--- config.mk ---
export PLATFORM = sky130hd
export DESIGN_NAME = fix_session_layer_fsm_top_flat
export DESIGN_NICKNAME = d
export VERILOG_FILES = /design/src/rtl/core/fsl_pkg.sv /design/src/rtl/core/fsl_if.sv /design/src/rtl/core/fsl_front.sv /design/src/rtl/core/fsl_queue.sv /design/src/rtl/core/fsl_back.sv /design/src/rtl/core/fix_session_layer_fsm_top.sv /design/src/flat_wrapper.sv
export SDC_FILE = /design/constraint.sdc
export NUM_CORES = 1
export LEC_CHECK = 0
export BUFFER_PORTS_ARGS = -buffer_cell sky130_fd_sc_hd__clkbuf_2
export CORE_AREA = 5 5 244 246
export DETAILED_ROUTE_END_ITERATION = 10
export DIE_AREA = 0 0 249 251
export MAX_ROUTING_LAYER = met4
export PLACE_DENSITY = 0.76
export SLEW_MARGIN = 25
export SYNTH_ARGS = -nofsm -noshare
export SYNTH_HDL_FRONTEND = slang
export SYNTH_HIERARCHICAL = 1
export SYNTH_SLANG_ARGS = --single-unit
--- constraint.sdc ---
create_clock -name i_clk -period 6.6 [get_ports i_clk]
set_input_delay 0 -clock i_clk [delete_from_list [all_inputs] [get_ports i_clk]]
set_output_delay 0 -clock i_clk [all_outputs]
set_load 0.05 [all_outputs]
--- src/rtl/core/fsl_pkg.sv ---
// shared types, constants and result builders for the fix session layer
`timescale 1ns / 1ps
package fsl_pkg;

    localparam int SEQ_WIDTH_DEF   = 32;
    localparam int TIMER_WIDTH_DEF = 16;

    localparam logic        RST_IS_SERVER = 1'b0;
    localparam logic [15:0] RST_INIT_HB   = 16'd30;
    localparam logic [15:0] RST_MIN_HB    = 16'd5;
    localparam logic [15:0] RST_MAX_HB    = 16'd120;
    localparam logic [7:0]  RST_LOGOUT_TO = 8'd10;

    localparam int PADDR_W = 5;

    typedef enum logic [2:0] {
        REG_IS_SERVER = 3'd0,
        REG_INIT_HB   = 3'd1,
        REG_MIN_HB    = 3'd2,
        REG_MAX_HB    = 3'd3,
        REG_LOGOUT_TO = 3'd4
    } t_reg_idx;

    typedef enum logic [1:0] {
        EV_MSG    = 2'd0,
        EV_TICK   = 2'd1,
        EV_START  = 2'd2,
        EV_LOGOUT = 2'd3
    } t_func;

    typedef enum logic [2:0] {
        K_HB     = 3'd0,
        K_TR     = 3'd1,
        K_LOGOUT = 3'd2,
        K_LOGON  = 3'd3,
        K_OTHER  = 3'd4
    } t_kind;

    typedef enum logic [1:0] {
        SEND_HB     = 2'd0,
        SEND_TR     = 2'd1,
        SEND_LOGOFF = 2'd2,
        SEND_LOGON  = 2'd3
    } t_send;

    typedef enum logic [3:0] {
        R_NONE            = 4'd0,
        R_SEQ             = 4'd1,
        R_HB_RANGE        = 4'd2,
        R_DISC            = 4'd3,
        R_LOGON_WAIT      = 4'd4,
        R_LOGOUT_IN_LOGON = 4'd5,
        R_LOGON_EST       = 4'd6,
        R_LOGOUT_CONF     = 4'd7,
        R_TR_TIMEOUT      = 4'd8,
        R_LOGOUT_TIMEOUT  = 4'd9,
        R_PEER_LOGOUT     = 4'd10
    } t_reason;

    localparam logic KIND_MSG  = 1'b0;
    localparam logic KIND_NOTE = 1'b1;

    typedef struct packed {
        logic        is_server;
        logic [15:0] init_hb;
        logic [15:0] min_hb;
        logic [15:0] max_hb;
        logic [7:0]  logout_to;
    } t_cfg;

    // classified event as it sits in the queue
    typedef struct packed {
        t_func       func;
        t_kind       kind;
        logic [31:0] seq;
        logic [15:0] hb;
        logic        hb_ok;
        logic        has_id;
        logic [31:0] id;
    } t_evt;

    typedef struct packed {
        logic        kind;
        t_send       typ;
        logic [31:0] seq;
        logic [15:0] hb;
        logic        has_id;
        logic [31:0] id;
        t_reason     reason;
        logic        last;
    } t_res;

    function automatic t_res mk_msg(t_send typ, logic [31:0] seq, logic [15:0] hb,
                                    logic has_id, logic [31:0] id, t_reason rsn);
        t_res r;
        r        = '0;
        r.kind   = KIND_MSG;
        r.typ    = typ;
        r.seq    = seq;
        r.hb     = hb;
        r.has_id = has_id;
        r.id     = has_id ? id : 32'd0;
        r.reason = rsn;
        return r;
    endfunction

    function automatic t_res mk_note(t_reason rsn);
        t_res r;
        r        = '0;
        r.kind   = KIND_NOTE;
        r.typ    = SEND_HB;
        r.reason = rsn;
        return r;
    endfunction

endpackage

--- src/rtl/core/fsl_if.sv ---
// valid/ready channel interfaces for session events and session results
`timescale 1ns / 1ps
interface fsl_in_if;
    logic        valid;
    logic        ready;
    logic [1:0]  func;
    logic [2:0]  msg_kind;
    logic [31:0] msg_seq;
    logic [15:0] msg_heartbeat;
    logic        msg_has_id;
    logic [31:0] msg_id;

    modport source (output valid, func, msg_kind, msg_seq, msg_heartbeat, msg_has_id,
                    msg_id, input ready);
    modport sink   (input valid, func, msg_kind, msg_seq, msg_heartbeat, msg_has_id,
                    msg_id, output ready);
endinterface

interface fsl_out_if;
    logic        valid;
    logic        ready;
    logic        out_kind;
    logic [1:0]  out_type;
    logic [31:0] out_seq;
    logic [15:0] out_heartbeat;
    logic        out_has_id;
    logic [31:0] out_id;
    logic [3:0]  out_reason;
    logic        out_last;

    modport source (output valid, out_kind, out_type, out_seq, out_heartbeat, out_has_id,
                    out_id, out_reason, out_last, input ready);
    modport sink   (input valid, out_kind, out_type, out_seq, out_heartbeat, out_has_id,
                    out_id, out_reason, out_last, output ready);
endinterface

--- src/rtl/core/fsl_front.sv ---
// front end: accepts session events and classifies them for the queue
`timescale 1ns / 1ps
module fsl_front (
    fsl_in_if.sink        i_in,
    input  fsl_pkg::t_cfg i_cfg,
    output logic          o_push_valid,
    input  logic          i_push_ready,
    output fsl_pkg::t_evt o_push_data
);
    import fsl_pkg::*;

    t_kind w_kind;

    always_comb begin
        case (i_in.msg_kind)
            K_HB:     w_kind = K_HB;
            K_TR:     w_kind = K_TR;
            K_LOGOUT: w_kind = K_LOGOUT;
            K_LOGON:  w_kind = K_LOGON;
            default:  w_kind = K_OTHER;
        endcase
    end

    assign o_push_valid       = i_in.valid;
    assign i_in.ready         = i_push_ready;
    assign o_push_data.func   = t_func'(i_in.func);
    assign o_push_data.kind   = w_kind;
    assign o_push_data.seq    = i_in.msg_seq;
    assign o_push_data.hb     = i_in.msg_heartbeat;
    // server hb range; user must keep config stable while events in flight
    assign o_push_data.hb_ok  = (i_in.msg_heartbeat >= i_cfg.min_hb) &&
                                (i_in.msg_heartbeat <= i_cfg.max_hb);
    assign o_push_data.has_id = i_in.msg_has_id;
    assign o_push_data.id     = i_in.msg_id;

endmodule

--- src/rtl/core/fsl_queue.sv ---
// two-entry event queue between front and back
`timescale 1ns / 1ps
module fsl_queue (
    input  logic          i_clk,
    input  logic          i_rst_n,
    input  logic          i_push_valid,
    output logic          o_push_ready,
    input  fsl_pkg::t_evt i_push_data,
    output logic          o_pop_valid,
    input  logic          i_pop_ready,
    output fsl_pkg::t_evt o_pop_data
);
    import fsl_pkg::*;

    t_evt       r_slot [2];
    logic       r_wptr, r_rptr;
    logic [1:0] r_cnt;
    logic       w_push, w_pop;

    assign o_push_ready = (r_cnt != 2'd2);
    assign o_pop_valid  = (r_cnt != 2'd0);
    assign o_pop_data   = r_slot[r_rptr];
    assign w_push       = i_push_valid && o_push_ready;
    assign w_pop        = o_pop_valid && i_pop_ready;

    always_ff @(posedge i_clk) begin
        if (!i_rst_n) begin
            r_wptr <= 1'b0;
            r_rptr <= 1'b0;
            r_cnt  <= 2'd0;
        end else begin
            if (w_push) r_wptr <= ~r_wptr;
            if (w_pop)  r_rptr <= ~r_rptr;
            r_cnt <= r_cnt + {1'b0, w_push} - {1'b0, w_pop};
        end
    end

    always_ff @(posedge i_clk) begin
        if (w_push) r_slot[r_wptr] <= i_push_data;
    end

endmodule

--- src/rtl/core/fsl_back.sv ---
// back end: session state machine, timers and result buffer
`timescale 1ns / 1ps
module fsl_back #(
    parameter int SEQ_WIDTH   = fsl_pkg::SEQ_WIDTH_DEF,
    parameter int TIMER_WIDTH = fsl_pkg::TIMER_WIDTH_DEF
) (
    input  logic          i_clk,
    input  logic          i_rst_n,
    input  fsl_pkg::t_cfg i_cfg,
    input  logic          i_evt_valid,
    output logic          o_evt_ready,
    input  fsl_pkg::t_evt i_evt,
    fsl_out_if.source     o_out
);
    import fsl_pkg::*;

    localparam int CW   = (SEQ_WIDTH > 32) ? SEQ_WIDTH : 32;
    localparam int CMPW = ((TIMER_WIDTH > 16) ? TIMER_WIDTH : 16) + 3;

    typedef enum logic [3:0] {
        MODE_DISC   = 4'b0001,
        MODE_LOGON  = 4'b0010,
        MODE_EST    = 4'b0100,
        MODE_LOGOUT = 4'b1000
    } t_mode;

    t_mode                  r_mode, n_mode;
    logic                   r_run, n_run;
    logic                   r_shut, n_shut;
    logic [SEQ_WIDTH-1:0]   r_recv_seq, n_recv_seq;
    logic [SEQ_WIDTH-1:0]   r_send_seq, n_send_seq;
    logic [15:0]            r_hb, n_hb;
    logic [TIMER_WIDTH-1:0] r_idle_recv, n_idle_recv;
    logic [TIMER_WIDTH-1:0] r_idle_send, n_idle_send;
    logic                   r_await, n_await;
    logic [31:0]            r_pend_id, n_pend_id;
    logic [7:0]             r_logout_s, n_logout_s;

    t_res                   r_res0, r_res1, w_res0, w_res1;
    logic [1:0]             r_cnt, w_nres;

    logic                   w_take, w_pop, w_seq_ok;
    logic [SEQ_WIDTH-1:0]   w_send_p1, w_send_p2, w_recv_p1;
    logic [TIMER_WIDTH-1:0] w_recv_inc, w_send_inc;
    logic [7:0]             w_logout_inc;
    logic [CMPW-1:0]        w_ir, w_is, w_hbx;
    logic                   w_tr_timeout, w_tr_trig, w_hb_due, w_tr_due;

    assign w_take      = o_out.valid && o_out.ready;
    // load a new event only when the result buffer is empty or drains this cycle
    assign w_pop       = i_evt_valid && ((r_cnt == 2'd0) || ((r_cnt == 2'd1) && w_take));
    assign o_evt_ready = (r_cnt == 2'd0) || ((r_cnt == 2'd1) && w_take);

    assign w_seq_ok  = (CW'(i_evt.seq) == CW'(r_recv_seq));
    assign w_send_p1 = r_send_seq + SEQ_WIDTH'(1);
    assign w_send_p2 = r_send_seq + SEQ_WIDTH'(2);
    assign w_recv_p1 = r_recv_seq + SEQ_WIDTH'(1);

    assign w_recv_inc   = (&r_idle_recv) ? r_idle_recv : r_idle_recv + 1'b1;
    assign w_send_inc   = (&r_idle_send) ? r_idle_send : r_idle_send + 1'b1;
    assign w_logout_inc = (&r_logout_s) ? r_logout_s : r_logout_s + 1'b1;

    // floor compares rewritten without division:
    // i >= floor(3h/2) <=> 2i+2 > 3h, i >= floor(6h/5) <=> 5i+5 > 6h
    assign w_ir  = CMPW'(w_recv_inc);
    assign w_is  = CMPW'(w_send_inc);
    assign w_hbx = CMPW'(r_hb);
    assign w_tr_timeout = ((w_ir << 1) + CMPW'(2)) > ((w_hbx << 1) + w_hbx);
    assign w_tr_trig    = ((w_ir << 2) + w_ir + CMPW'(5)) > ((w_hbx << 2) + (w_hbx << 1));
    assign w_hb_due     = w_is >= w_hbx;
    assign w_tr_due     = !r_await && w_tr_trig;

    always_comb begin
        n_mode      = r_mode;
        n_run       = r_run;
        n_shut      = r_shut;
        n_recv_seq  = r_recv_seq;
        n_send_seq  = r_send_seq;
        n_hb        = r_hb;
        n_idle_recv = r_idle_recv;
        n_idle_send = r_idle_send;
        n_await     = r_await;
        n_pend_id   = r_pend_id;
        n_logout_s  = r_logout_s;
        w_res0      = '0;
        w_res1      = '0;
        w_nres      = 2'd0;
        if (w_pop) begin
            case (i_evt.func)
                EV_START: begin
                    if (!r_shut) begin
                        n_run       = 1'b1;
                        n_idle_recv = '0;
                        n_idle_send = '0;
                        if (r_mode == MODE_DISC) begin
                            n_hb = i_cfg.init_hb;
                            if (!i_cfg.is_server) begin
                                n_mode     = MODE_LOGON;
                                w_res0     = mk_msg(SEND_LOGON, 32'(r_send_seq),
                                                    i_cfg.init_hb, 1'b0, 32'd0, R_NONE);
                                w_nres     = 2'd1;
                                n_send_seq = w_send_p1;
                            end
                        end
                    end
                end
                EV_MSG: begin
                    if (r_run) begin
                        n_idle_recv = '0;
                        if (!w_seq_ok) begin
                            w_res0 = mk_note(R_SEQ);
                            w_nres = 2'd1;
                            n_run  = 1'b0;
                            n_shut = 1'b1;
                            n_mode = MODE_DISC;
                        end else begin
                            case (r_mode)
                                MODE_DISC: begin
                                    if (i_evt.kind != K_LOGON) begin
                                        w_res0 = mk_note(R_DISC);
                                        w_nres = 2'd1;
                                        n_run  = 1'b0;
                                        n_shut = 1'b1;
                                    end else begin
                                        n_recv_seq = w_recv_p1;
                                        if (i_cfg.is_server) begin
                                            n_idle_send = '0;
                                            n_send_seq  = w_send_p1;
                                            if (i_evt.hb_ok) begin
                                                n_hb    = i_evt.hb;
                                                w_res0  = mk_msg(SEND_LOGON, 32'(r_send_seq),
                                                                 i_evt.hb, 1'b0, 32'd0, R_NONE);
                                                w_nres  = 2'd1;
                                                n_mode  = MODE_EST;
                                                n_await = 1'b0;
                                            end else begin
                                                w_res0 = mk_msg(SEND_LOGOFF, 32'(r_send_seq),
                                                                16'd0, 1'b0, 32'd0, R_HB_RANGE);
                                                w_res1 = mk_note(R_HB_RANGE);
                                                w_nres = 2'd2;
                                                n_run  = 1'b0;
                                                n_shut = 1'b1;
                                            end
                                        end
                                    end
                                end
                                MODE_LOGON: begin
                                    if (i_evt.kind != K_LOGON) begin
                                        w_res0 = mk_note(R_LOGON_WAIT);
                                        w_nres = 2'd1;
                                        n_run  = 1'b0;
                                        n_shut = 1'b1;
                                        n_mode = MODE_DISC;
                                    end else begin
                                        n_recv_seq = w_recv_p1;
                                        n_mode     = MODE_EST;
                                        n_await    = 1'b0;
                                    end
                                end
                                MODE_LOGOUT: begin
                                    n_recv_seq = w_recv_p1;
                                    if (i_evt.kind == K_LOGOUT) begin
                                        w_res0 = mk_note(R_LOGOUT_CONF);
                                        w_nres = 2'd1;
                                        n_run  = 1'b0;
                                        n_shut = 1'b1;
                                        n_mode = MODE_DISC;
                                    end
                                end
                                MODE_EST: begin
                                    n_recv_seq = w_recv_p1;
                                    case (i_evt.kind)
                                        K_HB: begin
                                            if (i_evt.has_id && r_await &&
                                                (i_evt.id == r_pend_id)) n_await = 1'b0;
                                        end
                                        K_TR: begin
                                            w_res0      = mk_msg(SEND_HB, 32'(r_send_seq), 16'd0,
                                                                 i_evt.has_id, i_evt.id, R_NONE);
                                            w_nres      = 2'd1;
                                            n_send_seq  = w_send_p1;
                                            n_idle_send = '0;
                                        end
                                        K_LOGOUT: begin
                                            w_res0      = mk_msg(SEND_LOGOFF, 32'(r_send_seq),
                                                                 16'd0, 1'b0, 32'd0, R_PEER_LOGOUT);
                                            w_nres      = 2'd1;
                                            n_send_seq  = w_send_p1;
                                            n_idle_send = '0;
                                            n_mode      = MODE_LOGOUT;
                                            n_logout_s  = 8'd0;
                                        end
                                        K_LOGON: begin
                                            w_res0 = mk_note(R_LOGON_EST);
                                            w_nres = 2'd1;
                                            n_run  = 1'b0;
                                            n_shut = 1'b1;
                                            n_mode = MODE_DISC;
                                        end
                                        default: ;
                                    endcase
                                end
                                default: ;
                            endcase
                        end
                    end
                end
                EV_TICK: begin
                    if (r_run) begin
                        n_idle_recv = w_recv_inc;
                        n_idle_send = w_send_inc;
                        if (r_mode == MODE_LOGOUT) begin
                            n_logout_s = w_logout_inc;
                            if (w_logout_inc >= i_cfg.logout_to) begin
                                w_res0 = mk_note(R_LOGOUT_TIMEOUT);
                                w_nres = 2'd1;
                                n_run  = 1'b0;
                                n_shut = 1'b1;
                                n_mode = MODE_DISC;
                            end
                        end else if (r_mode == MODE_EST) begin
                            if (r_await && w_tr_timeout) begin
                                w_res0 = mk_note(R_TR_TIMEOUT);
                                w_nres = 2'd1;
                                n_run  = 1'b0;
                                n_shut = 1'b1;
                                n_mode = MODE_DISC;
                            end else begin
                                if (w_tr_due) begin
                                    n_pend_id = r_pend_id + 32'd1;
                                    n_await   = 1'b1;
                                end
                                if (w_hb_due && w_tr_due) begin
                                    w_res0 = mk_msg(SEND_HB, 32'(r_send_seq), 16'd0, 1'b0,
                                                    32'd0, R_NONE);
                                    w_res1 = mk_msg(SEND_TR, 32'(w_send_p1), 16'd0, 1'b1,
                                                    r_pend_id + 32'd1, R_NONE);
                                    w_nres     = 2'd2;
                                    n_send_seq = w_send_p2;
                                end else if (w_hb_due) begin
                                    w_res0 = mk_msg(SEND_HB, 32'(r_send_seq), 16'd0, 1'b0,
                                                    32'd0, R_NONE);
                                    w_nres     = 2'd1;
                                    n_send_seq = w_send_p1;
                                end else if (w_tr_due) begin
                                    w_res0 = mk_msg(SEND_TR, 32'(r_send_seq), 16'd0, 1'b1,
                                                    r_pend_id + 32'd1, R_NONE);
                                    w_nres     = 2'd1;
                                    n_send_seq = w_send_p1;
                                end
                                if (w_hb_due || w_tr_due) n_idle_send = '0;
                            end
                        end
                    end
                end
                EV_LOGOUT: begin
                    if (r_run) begin
                        if (r_mode == MODE_LOGON) begin
                            w_res0 = mk_note(R_LOGOUT_IN_LOGON);
                            w_nres = 2'd1;
                            n_run  = 1'b0;
                            n_shut = 1'b1;
                            n_mode = MODE_DISC;
                        end else if (r_mode == MODE_EST) begin
                            w_res0      = mk_msg(SEND_LOGOFF, 32'(r_send_seq), 16'd0, 1'b0,
                                                 32'd0, R_NONE);
                            w_nres      = 2'd1;
                            n_send_seq  = w_send_p1;
                            n_idle_send = '0;
                            n_mode      = MODE_LOGOUT;
                            n_logout_s  = 8'd0;
                        end
                    end
                end
                default: ;
            endcase
            w_res0.last = (w_nres == 2'd1);
            w_res1.last = 1'b1;
        end
    end

    always_ff @(posedge i_clk) begin
        if (!i_rst_n) begin
            r_mode      <= MODE_DISC;
            r_run       <= 1'b0;
            r_shut      <= 1'b0;
            r_recv_seq  <= SEQ_WIDTH'(1);
            r_send_seq  <= SEQ_WIDTH'(1);
            r_hb        <= RST_INIT_HB;
            r_idle_recv <= '0;
            r_idle_send <= '0;
            r_await     <= 1'b0;
            r_pend_id   <= 32'd0;
            r_logout_s  <= 8'd0;
            r_cnt       <= 2'd0;
        end else begin
            r_mode      <= n_mode;
            r_run       <= n_run;
            r_shut      <= n_shut;
            r_recv_seq  <= n_recv_seq;
            r_send_seq  <= n_send_seq;
            r_hb        <= n_hb;
            r_idle_recv <= n_idle_recv;
            r_idle_send <= n_idle_send;
            r_await     <= n_await;
            r_pend_id   <= n_pend_id;
            r_logout_s  <= n_logout_s;
            if (w_pop)       r_cnt <= w_nres;
            else if (w_take) r_cnt <= r_cnt - 2'd1;
        end
    end

    always_ff @(posedge i_clk) begin
        if (w_pop) begin
            r_res0 <= w_res0;
            r_res1 <= w_res1;
        end else if (w_take) begin
            r_res0 <= r_res1;
        end
    end

    assign o_out.valid         = (r_cnt != 2'd0);
    assign o_out.out_kind      = r_res0.kind;
    assign o_out.out_type      = r_res0.typ;
    assign o_out.out_seq       = r_res0.seq;
    assign o_out.out_heartbeat = r_res0.hb;
    assign o_out.out_has_id    = r_res0.has_id;
    assign o_out.out_id        = r_res0.id;
    assign o_out.out_reason    = r_res0.reason;
    assign o_out.out_last      = r_res0.last;

endmodule

--- src/rtl/core/fix_session_layer_fsm_top.sv ---
// top level of the fix session layer: config registers, front, queue, back
//
//  channel   dir  handshake            payload
//  i_in      in   valid/ready          func, msg_kind, msg_seq, msg_heartbeat, msg_has_id, msg_id
//  o_out     out  valid/ready          out_kind .. out_last, one result per transfer
//  apb       in   psel/penable/pready  paddr, pwdata, prdata
//
// an event is classified on transfer and waits in a two-entry queue; the back end
// takes one event per cycle when its two-result buffer is empty or drains in that cycle
// events with no result or one result go at one per cycle while the output takes results;
// a two-result event holds off the next until the single output port drains the buffer
// synchronous active-low reset restores the session state and register defaults
// a stalled output fills the buffer, then the queue, then drops input ready
`timescale 1ns / 1ps
module fix_session_layer_fsm_top #(
    parameter int SEQ_WIDTH   = fsl_pkg::SEQ_WIDTH_DEF,
    parameter int TIMER_WIDTH = fsl_pkg::TIMER_WIDTH_DEF
) (
    input  logic                        i_clk,
    input  logic                        i_rst_n,
    fsl_in_if.sink                      i_in,
    fsl_out_if.source                   o_out,
    input  logic                        psel,
    input  logic                        penable,
    input  logic                        pwrite,
    input  logic [fsl_pkg::PADDR_W-1:0] paddr,
    input  logic [31:0]                 pwdata,
    output logic [31:0]                 prdata,
    output logic                        pready
);
    import fsl_pkg::*;

    t_cfg     r_cfg;
    t_reg_idx w_idx;
    logic     w_wr;
    logic     w_push_valid, w_push_ready, w_evt_valid, w_evt_ready;
    t_evt     w_push_data, w_evt;

    assign pready = 1'b1;
    assign w_idx  = t_reg_idx'(paddr[4:2]);
    assign w_wr   = psel && penable && pwrite && pready;

    always_ff @(posedge i_clk) begin
        if (!i_rst_n) begin
            r_cfg.is_server <= RST_IS_SERVER;
            r_cfg.init_hb   <= RST_INIT_HB;
            r_cfg.min_hb    <= RST_MIN_HB;
            r_cfg.max_hb    <= RST_MAX_HB;
            r_cfg.logout_to <= RST_LOGOUT_TO;
        end else if (w_wr) begin
            case (w_idx)
                REG_IS_SERVER: r_cfg.is_server <= pwdata[0];
                REG_INIT_HB:   r_cfg.init_hb   <= pwdata[15:0];
                REG_MIN_HB:    r_cfg.min_hb    <= pwdata[15:0];
                REG_MAX_HB:    r_cfg.max_hb    <= pwdata[15:0];
                REG_LOGOUT_TO: r_cfg.logout_to <= pwdata[7:0];
                default: ;
            endcase
        end
    end

    always_comb begin
        case (w_idx)
            REG_IS_SERVER: prdata = {31'd0, r_cfg.is_server};
            REG_INIT_HB:   prdata = {16'd0, r_cfg.init_hb};
            REG_MIN_HB:    prdata = {16'd0, r_cfg.min_hb};
            REG_MAX_HB:    prdata = {16'd0, r_cfg.max_hb};
            REG_LOGOUT_TO: prdata = {24'd0, r_cfg.logout_to};
            default:       prdata = 32'd0;
        endcase
    end

    fsl_front u_front (
        .i_in         (i_in),
        .i_cfg        (r_cfg),
        .o_push_valid (w_push_valid),
        .i_push_ready (w_push_ready),
        .o_push_data  (w_push_data)
    );

    fsl_queue u_queue (
        .i_clk        (i_clk),
        .i_rst_n      (i_rst_n),
        .i_push_valid (w_push_valid),
        .o_push_ready (w_push_ready),
        .i_push_data  (w_push_data),
        .o_pop_valid  (w_evt_valid),
        .i_pop_ready  (w_evt_ready),
        .o_pop_data   (w_evt)
    );

    fsl_back #(
        .SEQ_WIDTH   (SEQ_WIDTH),
        .TIMER_WIDTH (TIMER_WIDTH)
    ) u_back (
        .i_clk       (i_clk),
        .i_rst_n     (i_rst_n),
        .i_cfg       (r_cfg),
        .i_evt_valid (w_evt_valid),
        .o_evt_ready (w_evt_ready),
        .i_evt       (w_evt),
        .o_out       (o_out)
    );

endmodule
--- src/flat_wrapper.sv ---
// flat-port wrapper written by rule: the top's interface ports become plain ports
module fix_session_layer_fsm_top_flat import fsl_pkg::*;
#(
    parameter int SEQ_WIDTH   = fsl_pkg::SEQ_WIDTH_DEF,
    parameter int TIMER_WIDTH = fsl_pkg::TIMER_WIDTH_DEF
)
  (i_clk, i_rst_n, psel, penable, pwrite, paddr, pwdata, prdata, pready, i_in_valid, i_in_func, i_in_msg_kind, i_in_msg_seq, i_in_msg_heartbeat, i_in_msg_has_id, i_in_msg_id, i_in_ready, o_out_valid, o_out_out_kind, o_out_out_type, o_out_out_seq, o_out_out_heartbeat, o_out_out_has_id, o_out_out_id, o_out_out_reason, o_out_out_last, o_out_ready);
  fsl_in_if i_in_i ();
  fsl_out_if o_out_i ();
  input  logic i_clk;
  input  logic i_rst_n;
  input  logic psel;
  input  logic penable;
  input  logic pwrite;
  input  logic [fsl_pkg::PADDR_W-1:0] paddr;
  input  logic [31:0] pwdata;
  output logic [31:0] prdata;
  output logic pready;
  input wire logic [$bits(i_in_i.valid)-1:0] i_in_valid;
  input wire logic [$bits(i_in_i.func)-1:0] i_in_func;
  input wire logic [$bits(i_in_i.msg_kind)-1:0] i_in_msg_kind;
  input wire logic [$bits(i_in_i.msg_seq)-1:0] i_in_msg_seq;
  input wire logic [$bits(i_in_i.msg_heartbeat)-1:0] i_in_msg_heartbeat;
  input wire logic [$bits(i_in_i.msg_has_id)-1:0] i_in_msg_has_id;
  input wire logic [$bits(i_in_i.msg_id)-1:0] i_in_msg_id;
  output wire logic [$bits(i_in_i.ready)-1:0] i_in_ready;
  output wire logic [$bits(o_out_i.valid)-1:0] o_out_valid;
  output wire logic [$bits(o_out_i.out_kind)-1:0] o_out_out_kind;
  output wire logic [$bits(o_out_i.out_type)-1:0] o_out_out_type;
  output wire logic [$bits(o_out_i.out_seq)-1:0] o_out_out_seq;
  output wire logic [$bits(o_out_i.out_heartbeat)-1:0] o_out_out_heartbeat;
  output wire logic [$bits(o_out_i.out_has_id)-1:0] o_out_out_has_id;
  output wire logic [$bits(o_out_i.out_id)-1:0] o_out_out_id;
  output wire logic [$bits(o_out_i.out_reason)-1:0] o_out_out_reason;
  output wire logic [$bits(o_out_i.out_last)-1:0] o_out_out_last;
  input wire logic [$bits(o_out_i.ready)-1:0] o_out_ready;
  assign i_in_i.valid = i_in_valid;
  assign i_in_i.func = i_in_func;
  assign i_in_i.msg_kind = i_in_msg_kind;
  assign i_in_i.msg_seq = i_in_msg_seq;
  assign i_in_i.msg_heartbeat = i_in_msg_heartbeat;
  assign i_in_i.msg_has_id = i_in_msg_has_id;
  assign i_in_i.msg_id = i_in_msg_id;
  assign i_in_ready = i_in_i.ready;
  assign o_out_valid = o_out_i.valid;
  assign o_out_out_kind = o_out_i.out_kind;
  assign o_out_out_type = o_out_i.out_type;
  assign o_out_out_seq = o_out_i.out_seq;
  assign o_out_out_heartbeat = o_out_i.out_heartbeat;
  assign o_out_out_has_id = o_out_i.out_has_id;
  assign o_out_out_id = o_out_i.out_id;
  assign o_out_out_reason = o_out_i.out_reason;
  assign o_out_out_last = o_out_i.out_last;
  assign o_out_i.ready = o_out_ready;
  fix_session_layer_fsm_top #(.SEQ_WIDTH(SEQ_WIDTH), .TIMER_WIDTH(TIMER_WIDTH)) u_core (.i_clk(i_clk), .i_rst_n(i_rst_n), .i_in(i_in_i), .o_out(o_out_i), .psel(psel), .penable(penable), .pwrite(pwrite), .paddr(paddr), .pwdata(pwdata), .prdata(prdata), .pready(pready));
endmodule
==> out/summary.txt <==
Final Util: 0.6285
Post-DP Area: 32,330 um^2
fin area: 35,920 um^2
Synth Register Bits: 552
Clock Path Buffers: 3
grt ovf: 0
Fmax: 153.4 MHz
Post-synth top flop: edfxtp_1
relative slew slack: 0.3371
FF-to-FF End: u_core/u_back/r_send_seq[20]
area grow syn2layout: 16.12%
total track usage: 0.2561
Ys Warns: 6
Synth async-reset ratio: 0
max cap viols: 0
area of the core: 57,140 um^2
DR DRC count: 0
worst supply voltage drop on vdd: 296.2 uV
CTS tree: yes
setup ws final: 82.18 ps
Die Area: 62,500 um^2
clk_lat worst skew: 650 ps
Setup crit end: u_core/u_back/r_send_seq[20]
Routed WL per cell: 20.16 um
setup TNS: 0 ps
Initial Util: 0.5413
commonest non-fill, non-tap cell in the layout: edfxtp_1
CP max-delay cell: or4_1
Reg2Reg Depth: 30
count of cell types in the netlist: 93
Setup violations, final: 0
Clock Skew: 48.01 ps
critical path peak fanout: 4
DRT Wirelength: 81,880 um
# IOs: 254
Crit path required time: 7180 ps
Synth Cell Area: 30,930 um^2
first-pass GRT wire length: 127,100 um
port buffer count: 218
DR vias: 23,631
RSZ-0062 raised after global routing: true
CP Capture Type: flip-flop
worst hold slack: 74.84 ps
DR pass1 iterations: 6
leakage power: 14.10 nW
Fin. Hold Viols: 0
most frequent cells in the layout: edfxtp_1, nand2_1, nor2_1
clock period minus worst slack: 6518 ps
Power Dens Cells: 342.9 nW/um^2
initial antenna violation count: 4
Max stage delay on crit path: 430 ps
Crit. Startpoint: u_core/u_back/r_idle_recv[1]
type of the worst setup path: flip-flop to flip-flop
cell count after synthesis: 3,021
last weighted congestion value of the routability-driven placer: 0.9368
Num CTS Buffers: 58
Synth Area per Inst: 10.24 um^2
Layout Nets: 3,524
number of enable flip-flop cells after synthesis: 329
share of layout cells above drive strength 1: 0.1819
TritonCTS Sinks: 552
critical path arrival: 7100 ps
iteration-0 DRC count of the detailed router: 2,085
post-synthesis sequential area ratio: 0.4638
period utilization: 0.9875
worst hold path class: primary input to flip-flop
htree depth: 2
die height: 251 um
status: finished, final reports clean
clock-pin slew on the worst setup and hold paths: 70 ps
row count: 88
Routed Antenna Nets: 0
Slew @ Worst Pin: 986.8 ps
nature of the critical path startpoint: flip-flop
clk root buf: clkbuf_16
vias in the first global route: 23,278
Finished Layout Cells: 4,062
post-DP HPWL: 56,340 um
die width: 249 um
post-place setup slack: -187.7 ps
DP Cell Count: 3,820
Tot Pwr: 12.32 mW
vias per cell: 5.818
largest net degree at the start of global routing: 88
worst flop-to-flop path startpoint: u_core/u_back/r_idle_recv[1]
flop-to-flop setup slack: 80 ps
fin. max-slew vios: 0
-- final cells by class --
cell class              count  area [um^2]
fillers                  4392        21230
flip-flops and latches    552        14350
inverters                 109        412.9
clock inverters            37        510.5
clock buffers              73         1589
well taps                 765        957.2
multi-input cells        2106        15170
repair buffers            416         2912
diodes                      4        10.01
-- power by group --
group,switching (mW),leakage (nW),total (mW),internal [mW]
combinational,2.74,8.13,3.89,1.14
clock,1.43,1.01,3.54,2.11
sequential,0.319,4.95,4.89,4.57
-- critical path: cells and delay by family (launching register included) --
family / cells / cell delay (ps)
and+or+nand+nor: 12 / 2360
adders and majority gates: 5 / 1180
buffers and inverters: 2 / 220
AOI/OAI and AO/OA: 10 / 2170
DFF: 1 / 350
xor gates and xnor gates: 1 / 210
-- what timing repair did --
item / CTS / global route
endpoints found under the setup margin: 9 / 50
setup buffers: 5 / 10
resized for setup: 12 / 34
endpoints found under the hold margin: 239 / 0
hold buffers: 113 / 0
gates cloned: 0 / 0
pin swaps: 8 / 8
-- metal layers --
layer  track usage  share of wire  vias up
met5             -              0        -
met3       0.03828          0.070      178
li1              -              -    11195
met2        0.4179           0.48      896
met1        0.3292           0.42    11362
met4       0.09049          0.036        0
-- logic make-up (layout without fill, tap and decap cells) --
group	Yosys count	after routing	share of synthesized area
AOI/OAI and AO/OA	520	520	0.1184
xor gates and xnor gates	255	255	0.07265
adders and majority gates	151	151	0.06133
buffers and inverters	378	635	0.06137
DFF	552	552	0.4638
muxes	172	172	0.06355
other	2	21	0.0002428
and+or+nand+nor	991	991	0.1587
-- synthesized netlist by cell type (5+ instances only) --
cell,n,area share
nand2b_1,31,0.0063
inv_1,109,0.013
nand3_1,89,0.014
and3_1,49,0.0099
or4_1,16,0.0039
buf_4,103,0.025
a22oi_1,37,0.0090
mux2i_1,67,0.022
a211oi_1,30,0.0073
o21ai_0,99,0.016
or2_2,8,0.0016
mux2_2,75,0.027
buf_6,6,0.0022
a31oi_1,10,0.0020
a21o_1,62,0.015
clkbuf_1,128,0.016
nor2b_1,73,0.015
nor3b_1,9,0.0022
mux2_4,30,0.015
nor3_1,51,0.0083
o21bai_1,5,0.0012
nor2_1,254,0.031
o31ai_1,13,0.0032
a22o_1,77,0.022
nand4_1,53,0.011
and2_1,24,0.0049
xor2_1,99,0.028
o211ai_1,12,0.0029
ha_1,150,0.061
nor4_1,29,0.0059
xnor2_1,155,0.044
nand2_1,251,0.030
dfxtp_1,223,0.14
o311ai_0,12,0.0034
or3_1,24,0.0049
a21oi_1,84,0.014
o41ai_1,7,0.0020
o21a_1,21,0.0051
buf_2,25,0.0040
nand3b_1,5,0.0012
buf_1,6,0.00073
edfxtp_1,329,0.32
-- flip-flops by register name (all words and copies together) (netlist names), 4 cells and up, named ones only --
register	flops
u_core/r_cfg	57
u_core/u_back/o_out.out_heartbeat	16
u_core/u_back/o_out.out_id	32
u_core/u_back/o_out.out_reason	4
u_core/u_back/o_out.out_seq	32
u_core/u_back/r_hb	16
u_core/u_back/r_idle_recv	16
u_core/u_back/r_idle_send	16
u_core/u_back/r_logout_s	8
u_core/u_back/r_mode	4
u_core/u_back/r_pend_id	32
u_core/u_back/r_recv_seq	32
u_core/u_back/r_res1	66
u_core/u_back/r_send_seq	32
u_core/u_queue/r_slot	174
-- worst min-delay path by stage --
stage	cells past startpoint	slack [ps]	from	to
2_1_floorplan	1	120	i_rst_n	u_core/u_queue/r_cnt[0]
3_3_place_gp	1	190	i_in_msg_seq[17]	u_core/u_queue/r_slot[0][67]
3_5_place_dp	1	190	i_in_msg_seq[7]	u_core/u_queue/r_slot[1][57]
4_1_cts	2	40	i_in_msg_seq[7]	u_core/u_queue/r_slot[0][57]
5_1_grt	2	60	i_in_msg_id[16]	u_core/u_queue/r_slot[0][16]
6_report	2	70	i_in_msg_id[16]	u_core/u_queue/r_slot[0][16]
Note: power is estimated with default switching activity, not from simulation.
